**src/rtl/core/gww_pkg.sv**
```systemverilog
package gww_pkg;

    localparam int CHAR_W     = 8;
    localparam int LIMIT_W    = 16;
    localparam int PIX_W      = 17;
    localparam int RESULT_CAP = 36;
    localparam int EMIT_CNT_W = 6;
    localparam int QUEUE_DEPTH = 2;

    localparam logic [PIX_W-1:0]   PIX_MAX     = '1;
    localparam logic [CHAR_W-1:0]  CH_SPACE    = 8'd32;
    localparam logic [CHAR_W-1:0]  CH_NEWLINE  = 8'd10;
    localparam logic [LIMIT_W-1:0] LIMIT_RESET = 16'd640;

    typedef logic [1:0] cls_t;

    localparam cls_t CLS_LOAD    = 2'd0;
    localparam cls_t CLS_NEWLINE = 2'd1;
    localparam cls_t CLS_SPACE   = 2'd2;
    localparam cls_t CLS_OTHER   = 2'd3;

    typedef struct packed {
        cls_t              cls;
        logic [CHAR_W-1:0] char_code;
        logic [CHAR_W-1:0] glyph_width;
        logic              end_of_text;
    } item_t;

    typedef struct packed {
        logic  valid;
        item_t item;
    } queue_head_t;

    function automatic logic [PIX_W-1:0] sum_sat(
        input logic [PIX_W-1:0]  a,
        input logic [CHAR_W-1:0] b
    );
        logic [PIX_W:0] s;
        s = {1'b0, a} + {{(PIX_W + 1 - CHAR_W){1'b0}}, b};
        sum_sat = s[PIX_W] ? PIX_MAX : s[PIX_W-1:0];
    endfunction

endpackage

```
**src/rtl/core/gww_channels.sv**
```systemverilog
interface gww_in_if;
    logic       valid;
    logic       ready;
    logic       cmd;
    logic [7:0] char_code;
    logic [7:0] glyph_width;
    logic       end_of_text;

    modport source (output valid, cmd, char_code, glyph_width, end_of_text, input ready);
    modport sink (input valid, cmd, char_code, glyph_width, end_of_text, output ready);
endinterface

interface gww_out_if;
    logic       valid;
    logic       ready;
    logic [7:0] out_char;
    logic       text_end;
    logic       run_last;

    modport source (output valid, out_char, text_end, run_last, input ready);
    modport sink (input valid, out_char, text_end, run_last, output ready);
endinterface

interface gww_cfg_if;
    logic        valid;
    logic        ready;
    logic [15:0] line_limit;

    modport source (output valid, line_limit, input ready);
    modport sink (input valid, line_limit, output ready);
endinterface

```
**src/rtl/core/greedy_word_wrap_core.sv**
```systemverilog
// Greedy word wrap core.
// text_in: one beat per item. cmd 0 loads glyph_width into the width table at
//   char_code and gives no result; cmd 1 passes a text character.
// text_out: one beat per emitted byte; run_last marks the last beat of an
//   item, text_end that of an item with end_of_text set.
// cfg: writes line_limit; always ready. It is to be written only while the
//   core is idle; the core itself does not enforce this.
// A two-entry queue decouples intake from the wrap sequencer, so intake keeps
//   going while the sequencer or output stalls, until both entries are full.
// Sequencer steps: a load uses S_IDLE alone; a character that only grows the
//   word passes S_GLYPH, S_OTHER_CHK, S_EOT_CHK and S_FINISH; a byte flushed
//   from the word buffer adds S_FL_READ and S_FL_EMIT, a byte replayed after a
//   break S_RP_READ, S_RP_GLYPH and S_RP_EMIT (buffer read, width read, add).
// A stalled receiver holds the output register and the sequencer waits.
// Reset clears the queue, line count, held word and pending space, and sets
//   line_limit to 640; the width table holds nothing until loaded.
module greedy_word_wrap_core #(
    parameter int WORD_BUFFER_DEPTH = 32,
    parameter int GLYPH_COUNT       = 256
) (
    input  logic        clk,
    input  logic        rst_n,
    gww_in_if.sink      text_in,
    gww_out_if.source   text_out,
    gww_cfg_if.sink     cfg
);

    gww_pkg::queue_head_t head;
    logic                 pop;

    gww_front u_front (
        .clk     (clk),
        .rst_n   (rst_n),
        .text_in (text_in),
        .head    (head),
        .pop     (pop)
    );

    gww_back #(
        .WORD_BUFFER_DEPTH (WORD_BUFFER_DEPTH),
        .GLYPH_COUNT       (GLYPH_COUNT)
    ) u_back (
        .clk      (clk),
        .rst_n    (rst_n),
        .head     (head),
        .pop      (pop),
        .cfg      (cfg),
        .text_out (text_out)
    );

endmodule

```
**src/rtl/core/gww_front.sv**
```systemverilog
module gww_front (
    input  logic                   clk,
    input  logic                   rst_n,
    gww_in_if.sink                 text_in,
    output gww_pkg::queue_head_t   head,
    input  logic                   pop
);

    localparam int PTR_W = $clog2(gww_pkg::QUEUE_DEPTH);
    localparam logic [PTR_W-1:0] PTR_LAST = PTR_W'(gww_pkg::QUEUE_DEPTH - 1);
    localparam logic [PTR_W:0]   FILL_MAX = (PTR_W + 1)'(gww_pkg::QUEUE_DEPTH);

    gww_pkg::item_t    slot_reg [gww_pkg::QUEUE_DEPTH];
    logic [PTR_W-1:0]  wr_ptr_reg;
    logic [PTR_W-1:0]  rd_ptr_reg;
    logic [PTR_W:0]    fill_reg;
    gww_pkg::item_t    item_in;
    logic              push;

    always_comb
    begin
        item_in.char_code   = text_in.char_code;
        item_in.glyph_width = text_in.glyph_width;
        item_in.end_of_text = text_in.end_of_text;
        if (!text_in.cmd)
        begin
            item_in.cls = gww_pkg::CLS_LOAD;
        end
        else if (text_in.char_code == gww_pkg::CH_NEWLINE)
        begin
            item_in.cls = gww_pkg::CLS_NEWLINE;
        end
        else if (text_in.char_code == gww_pkg::CH_SPACE)
        begin
            item_in.cls = gww_pkg::CLS_SPACE;
        end
        else
        begin
            item_in.cls = gww_pkg::CLS_OTHER;
        end
    end

    assign text_in.ready = (fill_reg != FILL_MAX);
    assign push          = text_in.valid && text_in.ready;
    assign head.valid    = (fill_reg != '0);
    assign head.item     = slot_reg[rd_ptr_reg];

    always_ff @(posedge clk or negedge rst_n)
    begin
        if (!rst_n)
        begin
            wr_ptr_reg <= '0;
            rd_ptr_reg <= '0;
            fill_reg   <= '0;
        end
        else
        begin
            if (push)
            begin
                wr_ptr_reg <= (wr_ptr_reg == PTR_LAST) ? '0 : wr_ptr_reg + 1'b1;
            end
            if (pop)
            begin
                rd_ptr_reg <= (rd_ptr_reg == PTR_LAST) ? '0 : rd_ptr_reg + 1'b1;
            end
            case ({push, pop})
                2'b10:   fill_reg <= fill_reg + 1'b1;
                2'b01:   fill_reg <= fill_reg - 1'b1;
                default: fill_reg <= fill_reg;
            endcase
        end
    end

    always_ff @(posedge clk)
    begin
        if (push)
        begin
            slot_reg[wr_ptr_reg] <= item_in;
        end
    end

endmodule

```
**src/rtl/core/gww_back.sv**
```systemverilog
module gww_back #(
    parameter int WORD_BUFFER_DEPTH = 32,
    parameter int GLYPH_COUNT       = 256
) (
    input  logic                  clk,
    input  logic                  rst_n,
    input  gww_pkg::queue_head_t  head,
    output logic                  pop,
    gww_cfg_if.sink               cfg,
    gww_out_if.source             text_out
);

    localparam int BUF_IDX_W   = $clog2(WORD_BUFFER_DEPTH);
    localparam int BUF_CNT_W   = $clog2(WORD_BUFFER_DEPTH + 1);
    localparam int GLYPH_IDX_W = $clog2(GLYPH_COUNT);
    localparam logic [BUF_CNT_W-1:0] BUF_FULL  = BUF_CNT_W'(WORD_BUFFER_DEPTH);
    localparam logic [8:0]           GLYPH_END = 9'(GLYPH_COUNT);
    localparam logic [gww_pkg::EMIT_CNT_W-1:0] EMIT_CAP =
        gww_pkg::EMIT_CNT_W'(gww_pkg::RESULT_CAP);

    localparam logic [3:0] S_IDLE       = 4'd0;
    localparam logic [3:0] S_GLYPH      = 4'd1;
    localparam logic [3:0] S_FL_SPACE   = 4'd2;
    localparam logic [3:0] S_FL_READ    = 4'd3;
    localparam logic [3:0] S_FL_EMIT    = 4'd4;
    localparam logic [3:0] S_NL_EMIT    = 4'd5;
    localparam logic [3:0] S_SPACE_ADD  = 4'd6;
    localparam logic [3:0] S_OTHER_CHK  = 4'd7;
    localparam logic [3:0] S_BREAK_NL   = 4'd8;
    localparam logic [3:0] S_RP_READ    = 4'd9;
    localparam logic [3:0] S_RP_GLYPH   = 4'd10;
    localparam logic [3:0] S_RP_EMIT    = 4'd11;
    localparam logic [3:0] S_PLACE      = 4'd12;
    localparam logic [3:0] S_PLACE_EMIT = 4'd13;
    localparam logic [3:0] S_EOT_CHK    = 4'd14;
    localparam logic [3:0] S_FINISH     = 4'd15;

    logic [3:0] state_reg, state_next;
    logic [3:0] ret_reg, ret_next;
    logic [gww_pkg::PIX_W-1:0]   lp_reg, lp_next;
    logic [BUF_CNT_W-1:0]        cnt_reg, cnt_next;
    logic [BUF_CNT_W-1:0]        k_reg, k_next;
    logic                        sp_reg, sp_next;
    logic [7:0]                  cw_reg, cw_next;
    logic [gww_pkg::LIMIT_W-1:0] limit_reg;

    logic [7:0]        cur_char_reg;
    logic              cur_eot_reg;
    gww_pkg::cls_t     cur_cls_reg;

    logic [7:0] glyph_mem [GLYPH_COUNT];
    logic [7:0] gl_q_reg;
    logic       gl_oob_reg;
    logic       gl_we, gl_re;
    logic [7:0] gl_addr;
    logic [7:0] gl_w;

    logic [7:0] buf_mem [WORD_BUFFER_DEPTH];
    logic [7:0] buf_q_reg;
    logic       buf_we, buf_re;

    logic                            hold_valid_reg;
    logic [7:0]                      hold_char_reg;
    logic [gww_pkg::EMIT_CNT_W-1:0]  emit_cnt_reg;
    logic                            out_valid_reg;
    logic [7:0]                      out_char_reg;
    logic                            out_end_reg;
    logic                            out_last_reg;

    logic       out_free, drop, emit_ok, finish_ok;
    logic       emit_req, finish, load_out;
    logic [7:0] emit_char;
    logic [gww_pkg::PIX_W-1:0] lp_sum;
    logic       over;

    assign gl_w      = gl_oob_reg ? 8'd0 : gl_q_reg;
    assign out_free  = !out_valid_reg || text_out.ready;
    assign drop      = (emit_cnt_reg >= EMIT_CAP);
    assign emit_ok   = drop || !hold_valid_reg || out_free;
    assign finish_ok = !hold_valid_reg || out_free;
    assign lp_sum    = gww_pkg::sum_sat(lp_reg, cw_reg);
    assign over      = (lp_sum > {1'b0, limit_reg});
    assign load_out  = hold_valid_reg && ((emit_req && !drop) || finish);

    always_comb
    begin
        state_next = state_reg;
        ret_next   = ret_reg;
        lp_next    = lp_reg;
        cnt_next   = cnt_reg;
        k_next     = k_reg;
        sp_next    = sp_reg;
        cw_next    = cw_reg;
        pop        = 1'b0;
        emit_req   = 1'b0;
        emit_char  = gww_pkg::CH_NEWLINE;
        finish     = 1'b0;
        gl_we      = 1'b0;
        gl_re      = 1'b0;
        gl_addr    = head.item.char_code;
        buf_we     = 1'b0;
        buf_re     = 1'b0;

        unique case (state_reg)
            S_IDLE:
            begin
                if (head.valid)
                begin
                    pop = 1'b1;
                    if (head.item.cls == gww_pkg::CLS_LOAD)
                    begin
                        gl_we = ({1'b0, head.item.char_code} < GLYPH_END);
                    end
                    else
                    begin
                        gl_re      = 1'b1;
                        state_next = S_GLYPH;
                    end
                end
            end
            S_GLYPH:
            begin
                cw_next = gl_w;
                case (cur_cls_reg)
                    gww_pkg::CLS_NEWLINE:
                    begin
                        ret_next   = S_NL_EMIT;
                        state_next = S_FL_SPACE;
                    end
                    gww_pkg::CLS_SPACE:
                    begin
                        ret_next   = S_SPACE_ADD;
                        state_next = S_FL_SPACE;
                    end
                    default:
                    begin
                        if (sp_reg && cnt_reg >= BUF_FULL)
                        begin
                            ret_next   = S_OTHER_CHK;
                            state_next = S_FL_SPACE;
                        end
                        else
                        begin
                            state_next = S_OTHER_CHK;
                        end
                    end
                endcase
            end
            S_FL_SPACE:
            begin
                if (!sp_reg)
                begin
                    k_next     = '0;
                    state_next = S_FL_READ;
                end
                else if (emit_ok)
                begin
                    emit_req   = 1'b1;
                    emit_char  = gww_pkg::CH_SPACE;
                    sp_next    = 1'b0;
                    k_next     = '0;
                    state_next = S_FL_READ;
                end
            end
            S_FL_READ:
            begin
                if (k_reg < cnt_reg)
                begin
                    buf_re     = 1'b1;
                    state_next = S_FL_EMIT;
                end
                else
                begin
                    cnt_next   = '0;
                    state_next = ret_reg;
                end
            end
            S_FL_EMIT:
            begin
                if (emit_ok)
                begin
                    emit_req   = 1'b1;
                    emit_char  = buf_q_reg;
                    k_next     = k_reg + 1'b1;
                    state_next = S_FL_READ;
                end
            end
            S_NL_EMIT:
            begin
                if (emit_ok)
                begin
                    emit_req   = 1'b1;
                    lp_next    = '0;
                    state_next = S_EOT_CHK;
                end
            end
            S_SPACE_ADD:
            begin
                if (over)
                begin
                    if (emit_ok)
                    begin
                        emit_req   = 1'b1;
                        lp_next    = '0;
                        state_next = S_EOT_CHK;
                    end
                end
                else
                begin
                    lp_next    = lp_sum;
                    sp_next    = 1'b1;
                    state_next = S_EOT_CHK;
                end
            end
            S_OTHER_CHK:
            begin
                if (!sp_reg)
                begin
                    state_next = S_PLACE;
                end
                else if (!over)
                begin
                    buf_we     = 1'b1;
                    cnt_next   = cnt_reg + 1'b1;
                    lp_next    = lp_sum;
                    state_next = S_EOT_CHK;
                end
                else
                begin
                    state_next = S_BREAK_NL;
                end
            end
            S_BREAK_NL:
            begin
                if (emit_ok)
                begin
                    emit_req   = 1'b1;
                    lp_next    = '0;
                    k_next     = '0;
                    state_next = S_RP_READ;
                end
            end
            S_RP_READ:
            begin
                if (k_reg < cnt_reg)
                begin
                    buf_re     = 1'b1;
                    state_next = S_RP_GLYPH;
                end
                else
                begin
                    cnt_next   = '0;
                    sp_next    = 1'b0;
                    state_next = S_PLACE;
                end
            end
            S_RP_GLYPH:
            begin
                gl_re      = 1'b1;
                gl_addr    = buf_q_reg;
                state_next = S_RP_EMIT;
            end
            S_RP_EMIT:
            begin
                if (emit_ok)
                begin
                    emit_req   = 1'b1;
                    emit_char  = buf_q_reg;
                    lp_next    = gww_pkg::sum_sat(lp_reg, gl_w);
                    k_next     = k_reg + 1'b1;
                    state_next = S_RP_READ;
                end
            end
            S_PLACE:
            begin
                if (lp_reg != '0 && over)
                begin
                    if (emit_ok)
                    begin
                        emit_req   = 1'b1;
                        lp_next    = '0;
                        state_next = S_PLACE_EMIT;
                    end
                end
                else
                begin
                    state_next = S_PLACE_EMIT;
                end
            end
            S_PLACE_EMIT:
            begin
                if (emit_ok)
                begin
                    emit_req   = 1'b1;
                    emit_char  = cur_char_reg;
                    lp_next    = lp_sum;
                    state_next = S_EOT_CHK;
                end
            end
            S_EOT_CHK:
            begin
                if (cur_eot_reg)
                begin
                    ret_next   = S_FINISH;
                    state_next = S_FL_SPACE;
                end
                else
                begin
                    state_next = S_FINISH;
                end
            end
            S_FINISH:
            begin
                if (finish_ok)
                begin
                    finish = 1'b1;
                    if (cur_eot_reg)
                    begin
                        lp_next = '0;
                    end
                    state_next = S_IDLE;
                end
            end
            default:
            begin
                state_next = S_IDLE;
            end
        endcase
    end

    assign cfg.ready         = 1'b1;
    assign text_out.valid    = out_valid_reg;
    assign text_out.out_char = out_char_reg;
    assign text_out.text_end = out_end_reg;
    assign text_out.run_last = out_last_reg;

    always_ff @(posedge clk or negedge rst_n)
    begin
        if (!rst_n)
        begin
            state_reg      <= S_IDLE;
            ret_reg        <= S_IDLE;
            lp_reg         <= '0;
            cnt_reg        <= '0;
            k_reg          <= '0;
            sp_reg         <= 1'b0;
            cw_reg         <= '0;
            limit_reg      <= gww_pkg::LIMIT_RESET;
            hold_valid_reg <= 1'b0;
            emit_cnt_reg   <= '0;
            out_valid_reg  <= 1'b0;
        end
        else
        begin
            state_reg <= state_next;
            ret_reg   <= ret_next;
            lp_reg    <= lp_next;
            cnt_reg   <= cnt_next;
            k_reg     <= k_next;
            sp_reg    <= sp_next;
            cw_reg    <= cw_next;
            if (cfg.valid)
            begin
                limit_reg <= cfg.line_limit;
            end
            if (finish)
            begin
                hold_valid_reg <= 1'b0;
                emit_cnt_reg   <= '0;
            end
            else if (emit_req && !drop)
            begin
                hold_valid_reg <= 1'b1;
                emit_cnt_reg   <= emit_cnt_reg + 1'b1;
            end
            if (load_out)
            begin
                out_valid_reg <= 1'b1;
            end
            else if (text_out.ready)
            begin
                out_valid_reg <= 1'b0;
            end
        end
    end

    always_ff @(posedge clk)
    begin
        if (pop)
        begin
            cur_char_reg <= head.item.char_code;
            cur_eot_reg  <= head.item.end_of_text;
            cur_cls_reg  <= head.item.cls;
        end
        if (emit_req && !drop)
        begin
            hold_char_reg <= emit_char;
        end
        if (load_out)
        begin
            out_char_reg <= hold_char_reg;
            out_end_reg  <= finish && cur_eot_reg;
            out_last_reg <= finish;
        end
    end

    // glyph width table: one write or one read per cycle
    always_ff @(posedge clk)
    begin
        if (gl_we)
        begin
            glyph_mem[head.item.char_code[GLYPH_IDX_W-1:0]] <= head.item.glyph_width;
        end
        if (gl_re)
        begin
            gl_q_reg   <= glyph_mem[gl_addr[GLYPH_IDX_W-1:0]];
            gl_oob_reg <= ({1'b0, gl_addr} >= GLYPH_END);
        end
    end

    always_ff @(posedge clk)
    begin
        if (buf_we)
        begin
            buf_mem[cnt_reg[BUF_IDX_W-1:0]] <= cur_char_reg;
        end
        if (buf_re)
        begin
            buf_q_reg <= buf_mem[k_reg[BUF_IDX_W-1:0]];
        end
    end

endmodule

```
**src/flat_wrapper.sv**
```systemverilog
// flat-port wrapper written by rule: the top's interface ports become plain ports
module greedy_word_wrap_core_flat 
#(
    parameter int WORD_BUFFER_DEPTH = 32,
    parameter int GLYPH_COUNT       = 256
)
  (clk, rst_n, text_in_valid, text_in_cmd, text_in_char_code, text_in_glyph_width, text_in_end_of_text, text_in_ready, text_out_valid, text_out_out_char, text_out_text_end, text_out_run_last, text_out_ready, cfg_valid, cfg_line_limit, cfg_ready);
  gww_in_if text_in_i ();
  gww_out_if text_out_i ();
  gww_cfg_if cfg_i ();
  input  logic clk;
  input  logic rst_n;
  input wire logic [$bits(text_in_i.valid)-1:0] text_in_valid;
  input wire logic [$bits(text_in_i.cmd)-1:0] text_in_cmd;
  input wire logic [$bits(text_in_i.char_code)-1:0] text_in_char_code;
  input wire logic [$bits(text_in_i.glyph_width)-1:0] text_in_glyph_width;
  input wire logic [$bits(text_in_i.end_of_text)-1:0] text_in_end_of_text;
  output wire logic [$bits(text_in_i.ready)-1:0] text_in_ready;
  output wire logic [$bits(text_out_i.valid)-1:0] text_out_valid;
  output wire logic [$bits(text_out_i.out_char)-1:0] text_out_out_char;
  output wire logic [$bits(text_out_i.text_end)-1:0] text_out_text_end;
  output wire logic [$bits(text_out_i.run_last)-1:0] text_out_run_last;
  input wire logic [$bits(text_out_i.ready)-1:0] text_out_ready;
  input wire logic [$bits(cfg_i.valid)-1:0] cfg_valid;
  input wire logic [$bits(cfg_i.line_limit)-1:0] cfg_line_limit;
  output wire logic [$bits(cfg_i.ready)-1:0] cfg_ready;
  assign text_in_i.valid = text_in_valid;
  assign text_in_i.cmd = text_in_cmd;
  assign text_in_i.char_code = text_in_char_code;
  assign text_in_i.glyph_width = text_in_glyph_width;
  assign text_in_i.end_of_text = text_in_end_of_text;
  assign text_in_ready = text_in_i.ready;
  assign text_out_valid = text_out_i.valid;
  assign text_out_out_char = text_out_i.out_char;
  assign text_out_text_end = text_out_i.text_end;
  assign text_out_run_last = text_out_i.run_last;
  assign text_out_i.ready = text_out_ready;
  assign cfg_i.valid = cfg_valid;
  assign cfg_i.line_limit = cfg_line_limit;
  assign cfg_ready = cfg_i.ready;
  greedy_word_wrap_core #(.WORD_BUFFER_DEPTH(WORD_BUFFER_DEPTH), .GLYPH_COUNT(GLYPH_COUNT)) u_core (.clk(clk), .rst_n(rst_n), .text_in(text_in_i), .text_out(text_out_i), .cfg(cfg_i));
endmodule
```
**config.mk**
```make
export PLATFORM = sky130hd
export DESIGN_NAME = greedy_word_wrap_core_flat
export DESIGN_NICKNAME = d
export VERILOG_FILES = /design/src/rtl/core/gww_pkg.sv /design/src/rtl/core/gww_channels.sv /design/src/rtl/core/greedy_word_wrap_core.sv /design/src/rtl/core/gww_front.sv /design/src/rtl/core/gww_back.sv /design/src/flat_wrapper.sv
export SDC_FILE = /design/constraint.sdc
export NUM_CORES = 2
export LEC_CHECK = 0
export BUFFER_PORTS_ARGS = -buffer_cell sky130_fd_sc_hd__buf_2
export CAP_MARGIN = 20
export CELL_PAD_IN_SITES_DETAIL_PLACEMENT = 0
export CELL_PAD_IN_SITES_GLOBAL_PLACEMENT = 1
export CORE_ASPECT_RATIO = 1.5
export CORE_MARGIN = 2
export CORE_UTILIZATION = 50
export DETAILED_ROUTE_END_ITERATION = 16
export PLACE_DENSITY = 0.8
export RECOVER_POWER = 25
export SLEW_MARGIN = 40
export SYNTH_ARGS = -nofsm -noshare
export SYNTH_HDL_FRONTEND = slang
export SYNTH_SLANG_ARGS = --single-unit
```
**constraint.sdc**
```tcl
create_clock -name clk -period 7.2 [get_ports clk]
set_clock_uncertainty 0.15 [all_clocks]
set_input_delay 1.8 -clock clk [delete_from_list [all_inputs] [get_ports clk]]
set_output_delay 1.8 -clock clk [all_outputs]
set_load 0.02 [all_outputs]
```
# Word-level counts from Yosys, hierarchy flattened
# Memories as Yosys holds them, arrays and structs flattened. A register that Yosys moved wholly into a read port is not among the register bits.
# Index checks and enable logic that the tools add are counted.
# totals
memories,3
word_cells,206
latchBits,0
ramBits,2342
output_inout_bits,13
mem_bits_ro,0
ff_bits,103
inputBits,39
# classes
n_reduce_logical,39
multipliers,0
muxes,91
add_sub_neg,9
magnitude_cmp,4
shift,0
n_eq_ne,39
bitwise,0
div_mod_pow,0
# mem_list
name,depth,width,read_ports,rd_clocked_by_memory_dff,write_ports,line,source
u_core.u_back.glyph_mem,256,8,1,1,1,gww_back.sv:51,logic [7:0] glyph_mem [GLYPH_COUNT];
u_core.u_back.buf_mem,32,8,1,1,1,gww_back.sv:58,logic [7:0] buf_mem [WORD_BUFFER_DEPTH];
u_core.u_front.slot_reg,2,19,1,0,1,gww_front.sv:13,gww_pkg::item_t slot_reg [gww_pkg::QUEUE_DEPTH];
# ops
op,count
2-to-1 mux 17 bit,11
case mux 17 bit (7 select lines),1
2-to-1 mux 6 bit,10
2-to-1 mux 4 bit,14
case mux 4 bit (14 select lines),1
adder 17 x 8 -> 18 bit,2
2-to-1 mux 1 bit,35
equality test 4 bit (second input constant),8
!= test 2 bit (second input constant),13
2-to-1 mux 8 bit,3
case mux 8 bit (3 select lines),1
adder 6 x 1 -> 6 bit (second input constant),3
case mux 6 bit (3 select lines),1
> comparator 17 x 16 -> 1 bit,1
nonzero test 17 bit,1
equality test 4 x 3 -> 1 bit (second input constant),4
case mux 4 bit (2 select lines),2
2-to-1 mux 3 bit,5
>= comparator 6 bit (second input constant),2
case mux 6 bit (2 select lines),1
nonzero test 2 bit,6
OR reduction 2 bit,6
equality test 4 x 2 -> 1 bit (second input constant),2
equality test 8 x 4 -> 1 bit (second input constant),1
29 further kinds,48

# Depth between registers and ports, before layout
# depth
depth_word,10
mapped_depth,20
mapped_depth_nobuf,18

# By module
# Synthesis repeated with hierarchy kept, for this count alone.
# unflattened
cells_unflattened,6271
hier_area_um2,99535.5
# by_module_without_submodules
module,cells_each,area_each_um2,n_inst
gww_back,6188,97933.9,1
gww_front,83,1601.5,1

# Worst setup path after synthesis
# OpenSTA, ideal clock, no wires.
# synth_timing
path_kind,reg2reg
start,register u_core.u_back.lp_reg[1] (netlist bit)
end,"memory u_core.u_back.buf_mem[15][0], enable pin"
slack_ps,2247
path_stages_with_launch,21
path_buffers,5
required_time_ps,6680
arrival_time_ps,4433
period_less_slack_ps,4953
path_cell_list,dfrtp_1 -> ha_1 -> a211oi_1 -> o21bai_1 -> a31oi_1 -> or2_1 -> clkbuf_1 -> clkbuf_1 -> o21ai_0 -> ha_1 -> a21oi_1 -> o21ai_0 -> a2111oi_0 -> o211a_1 -> o311a_1 -> buf_2 -> and3_1 -> buf_2 -> nand2_1 -> clkbuf_1 -> nor2_1
# synth_via
elab_chain_len,8
# synth_rtl
element,line,source
from (decl),gww_back.sv:40,"logic [gww_pkg::PIX_W-1:0] lp_reg, lp_next;"
from (signal assigned),gww_back.sv:357,lp_reg <= lp_next;
adder 17 x 8 -> 18 bit,gww_pkg.sv:39,"s = {1'b0, a} + {{(PIX_W + 1 - CHAR_W){1'b0}}, b};"
2-to-1 mux 17 bit,gww_pkg.sv:40,sum_sat = s[PIX_W] ? PIX_MAX : s[PIX_W-1:0];
> comparator 17 x 16 -> 1 bit,gww_back.sv:82,"assign over = (lp_sum > {1'b0, limit_reg});"
2-to-1 mux 1 bit,gww_back.sv:221,else if (!over)
2-to-1 mux 1 bit,gww_back.sv:217,if (!sp_reg)
2-to-1 mux 1 bit,gww_back.sv:104,unique case (state_reg)
2-to-1 mux 1 bit,gww_back.sv:423,if (buf_we)
2-to-1 mux 1 bit (not written as such),gww_back.sv:425,buf_mem[cnt_reg[BUF_IDX_W-1:0]] <= cur_char_reg;
to (decl),gww_back.sv:58,
# No other way between the ends.

==> metrics.yaml <==
status: "complete, but fails checks"
violations: "capacitance limit, slew limit"
power_mw: 43.8
post_cts_buffers: 0
cts-hold-fix-buffers: 0
hold_path.class: "reg -> reg"
finalWirelength_mm: 250
path_class: "reg -> reg"
multi_input_area_sq_mm: 0.0232
worstSkewPairLatency_ns: 0.86
syn-num-nets: 6803
cp-start-kind: "register"
coreArea_sq_mm: 0.196
final_common_cell: "edfxtp_1"
cellLeakagePower_nw: 36.3
crit_path_max_fanout: 86
max_freq_mhz: 158
grt_start_max_net_pins: 161
clock_path_buffers: 4
synthArstFlopShare: 0.0301
cts_resized: 0
ys_types: 69
cts_tree: "yes"
end_kind: "register"
layout-drive-gt1-share: 0.0913
slew_headroom: -1.67
dpl.hpwl_mm: 150
synth_xor_area_frac: 0.00249
rrSetupSlack_ns: 0.87
design_area_sq_mm: 0.109
met3_wirelength_mm: 14.7
highest_layer: "met4"
ant_nets: 0
grt.overflow.total: 0
synthAdderAreaFrac: 0.00638
wl_met2_mm: 127
synth_edf_count: 2387
numPortBuffers: 50
ys.flop_type: "edfxtp_1"
wl_met1_mm: 93.3
ys_warn_count: 0
initial_core_util: 0.503
die-width_um: 366
grt_pass1_wl_mm: 367
cts.sinks: 2461
cp_top_family: "buffers and inverters"
fin_nets: 6779
setup_viol: 0
largest_reg_flops: 2048
drt-initial-drc-count: 5760
htreeDepth: 4
area_delta_synth_final_pct: 10.6
drtPass1Iterations: 6
wl_per_cell_um: 26.4
rsz0062_at_grt: "no"
final.setup.tns_ns: 0
ir_drop_v: 0.000401
vias: 57000
worstPathArrival_ns: 6.34
path_cells: "clkbuf_1, mux2_1, dlymetal6s2s_1"
placed_area_sq_mm: 0.102
die_h_um: 548
hold_end: "u_core.u_back.text_out.out_char[1]"
antenna_found_initial: 7
holdPathStages: 0
routed_via_density: 6.01
synth_top_family_by_area: "simple AND/OR/NAND/NOR gates"
layout_common_cells: "edfxtp_1 (2,387), nand2_1 (1,138), a21oi_1 (632)"
timing.rr.end: "u_core.u_back.glyph_mem[10][4]"
drv_slew: 1179
cpMaxStageDelayCell: "dlymetal6s2s_1"
die-area_sq_mm: 0.201
grt_pass1_vias: 56500
cts_buffers: 221
rr_startpoint: "u_core.u_front.rd_ptr_reg"
hold_viol: 0
synth_seq_cells: 2461
power_density_mw_per_mm2: 402
worstHoldStart: "u_core.u_back.hold_char_reg[1]"
synthCells: 6715
cp_num_buf_inv: 2
io-pin-count: 52
synth_mux_area_frac: 0.0762
fin_crit_ns: 6.33
fin_crit_sh: 0.879
rows: 199
maxCapViolations: 20
register_area_sq_mm: 0.0735
nFillCells: 15200
seq_area_frac_synth: 0.747
synth_compound_area_frac: 0.0656
syn_area_sq_mm: 0.0985
crit_required_ns: 7.22
routabilityCongestion: 0.926
rr_worst_depth: 3
cts-root-buf: "clkbuf_16"
crit_path_max_incr_delay_ns: 2.46
syn_area_per_cell_sq_um: 14.7
worst_pin_slew_ns: 4.01
synth-simple-area-share: 0.0825
drc: 0
grt_usage: 0.244
worst_setup_hold_path_clk_slew_ns: 0.07
==> per-stage QoR <==
step | util | hold slack, ns | setup WS [ns] | std cells
2_1_floorplan | - | 0.250 | 2.25 | 6715
3_3_place_gp | 0.518 | 0.255 | 1.33 | 9074
3_5_place_dp | 0.519 | 0.257 | 1.05 | 9077
4_1_cts | 0.556 | 0.272 | 1.05 | 9478
5_1_grt | 0.556 | 0.285 | 0.560 | 9483
6_report | 0.556 | 0.264 | 0.875 | 9484
==> power by group <==
group / switching (mW) / internal, mW
sequential: 0.374 / 17.6
combinational: 9.86 / 4.08
clock: 5.11 / 6.81
==> worst max-delay path by stage <==
stage / from / to / slack (ns) / cells after the start
2_1_floorplan: u_core.u_back.lp_reg[1] / u_core.u_back.buf_mem[15][0] / 2.25 / 20
3_3_place_gp: u_core.u_back.lp_reg[1] / u_core.u_back.buf_mem[27][0] / 1.33 / 15
3_5_place_dp: u_core.u_back.lp_reg[1] / u_core.u_back.buf_mem[21][2] / 1.05 / 15
4_1_cts: u_core.u_back.lp_reg[1] / u_core.u_back.buf_mem[7][2] / 1.05 / 15
5_1_grt: u_core.u_front.rd_ptr_reg / u_core.u_back.glyph_mem[14][4] / 0.56 / 3
6_report: u_core.u_front.rd_ptr_reg / u_core.u_back.glyph_mem[10][4] / 0.87 / 3
==> logic make-up (layout without fill, tap and decap cells) <==
kind of cell / Yosys count / in the layout
compound gates: 1156 / 1156
xor+xnor: 28 / 28
fa+ha+maj: 49 / 49
buf+inv: 457 / 611
flops: 2461 / 2461
mux: 643 / 643
other cells: 1 / 3
simple gates: 1920 / 1920
==> cell type report <==
type                    count  area share
repair buffers            159      0.0129
diodes                      2   0.0000459
multi-input cells        3797       0.213
clock inverters           133      0.0131
flip-flops and latches   2461       0.675
inverters                  51     0.00176
well taps                2613      0.0300
clock buffers             268      0.0536
==> routing by layer <==
layer	up-vias	GRT usage
met4	0	0.132
met3	563	0.0262
met1	28700	0.300
met5	-	0
li1	25400	-
met2	2282	0.426
==> cell usage after synthesis, types with 17 or more instances <==
cell type / number / area, sq um
a21oi_1: 634 / 3170
o21ai_0: 122 / 611
mux2_2: 35 / 394
nor4_1: 214 / 1340
buf_1: 26 / 97.6
nor3_1: 54 / 270
o22ai_1: 295 / 1850
buf_4: 18 / 135
mux4_2: 80 / 1800
clkbuf_1: 191 / 717
nor2_1: 375 / 1410
nand3_1: 28 / 140
nand2_1: 1153 / 4330
dfrtp_1: 72 / 1800
mux2i_1: 526 / 5270
nand4_1: 27 / 169
xnor2_1: 17 / 149
edfxtp_1: 2387 / 71700
buf_2: 171 / 856
inv_1: 51 / 191
ha_1: 47 / 588
==> worst register-to-register path: stages (launching register included) <==
cell            delay (ns)
dfrtp_1               0.72
clkbuf_1              0.45
mux2_1                1.66
dlymetal6s2s_1        2.51
No activity file was read; power rests on OpenSTA's default activity.
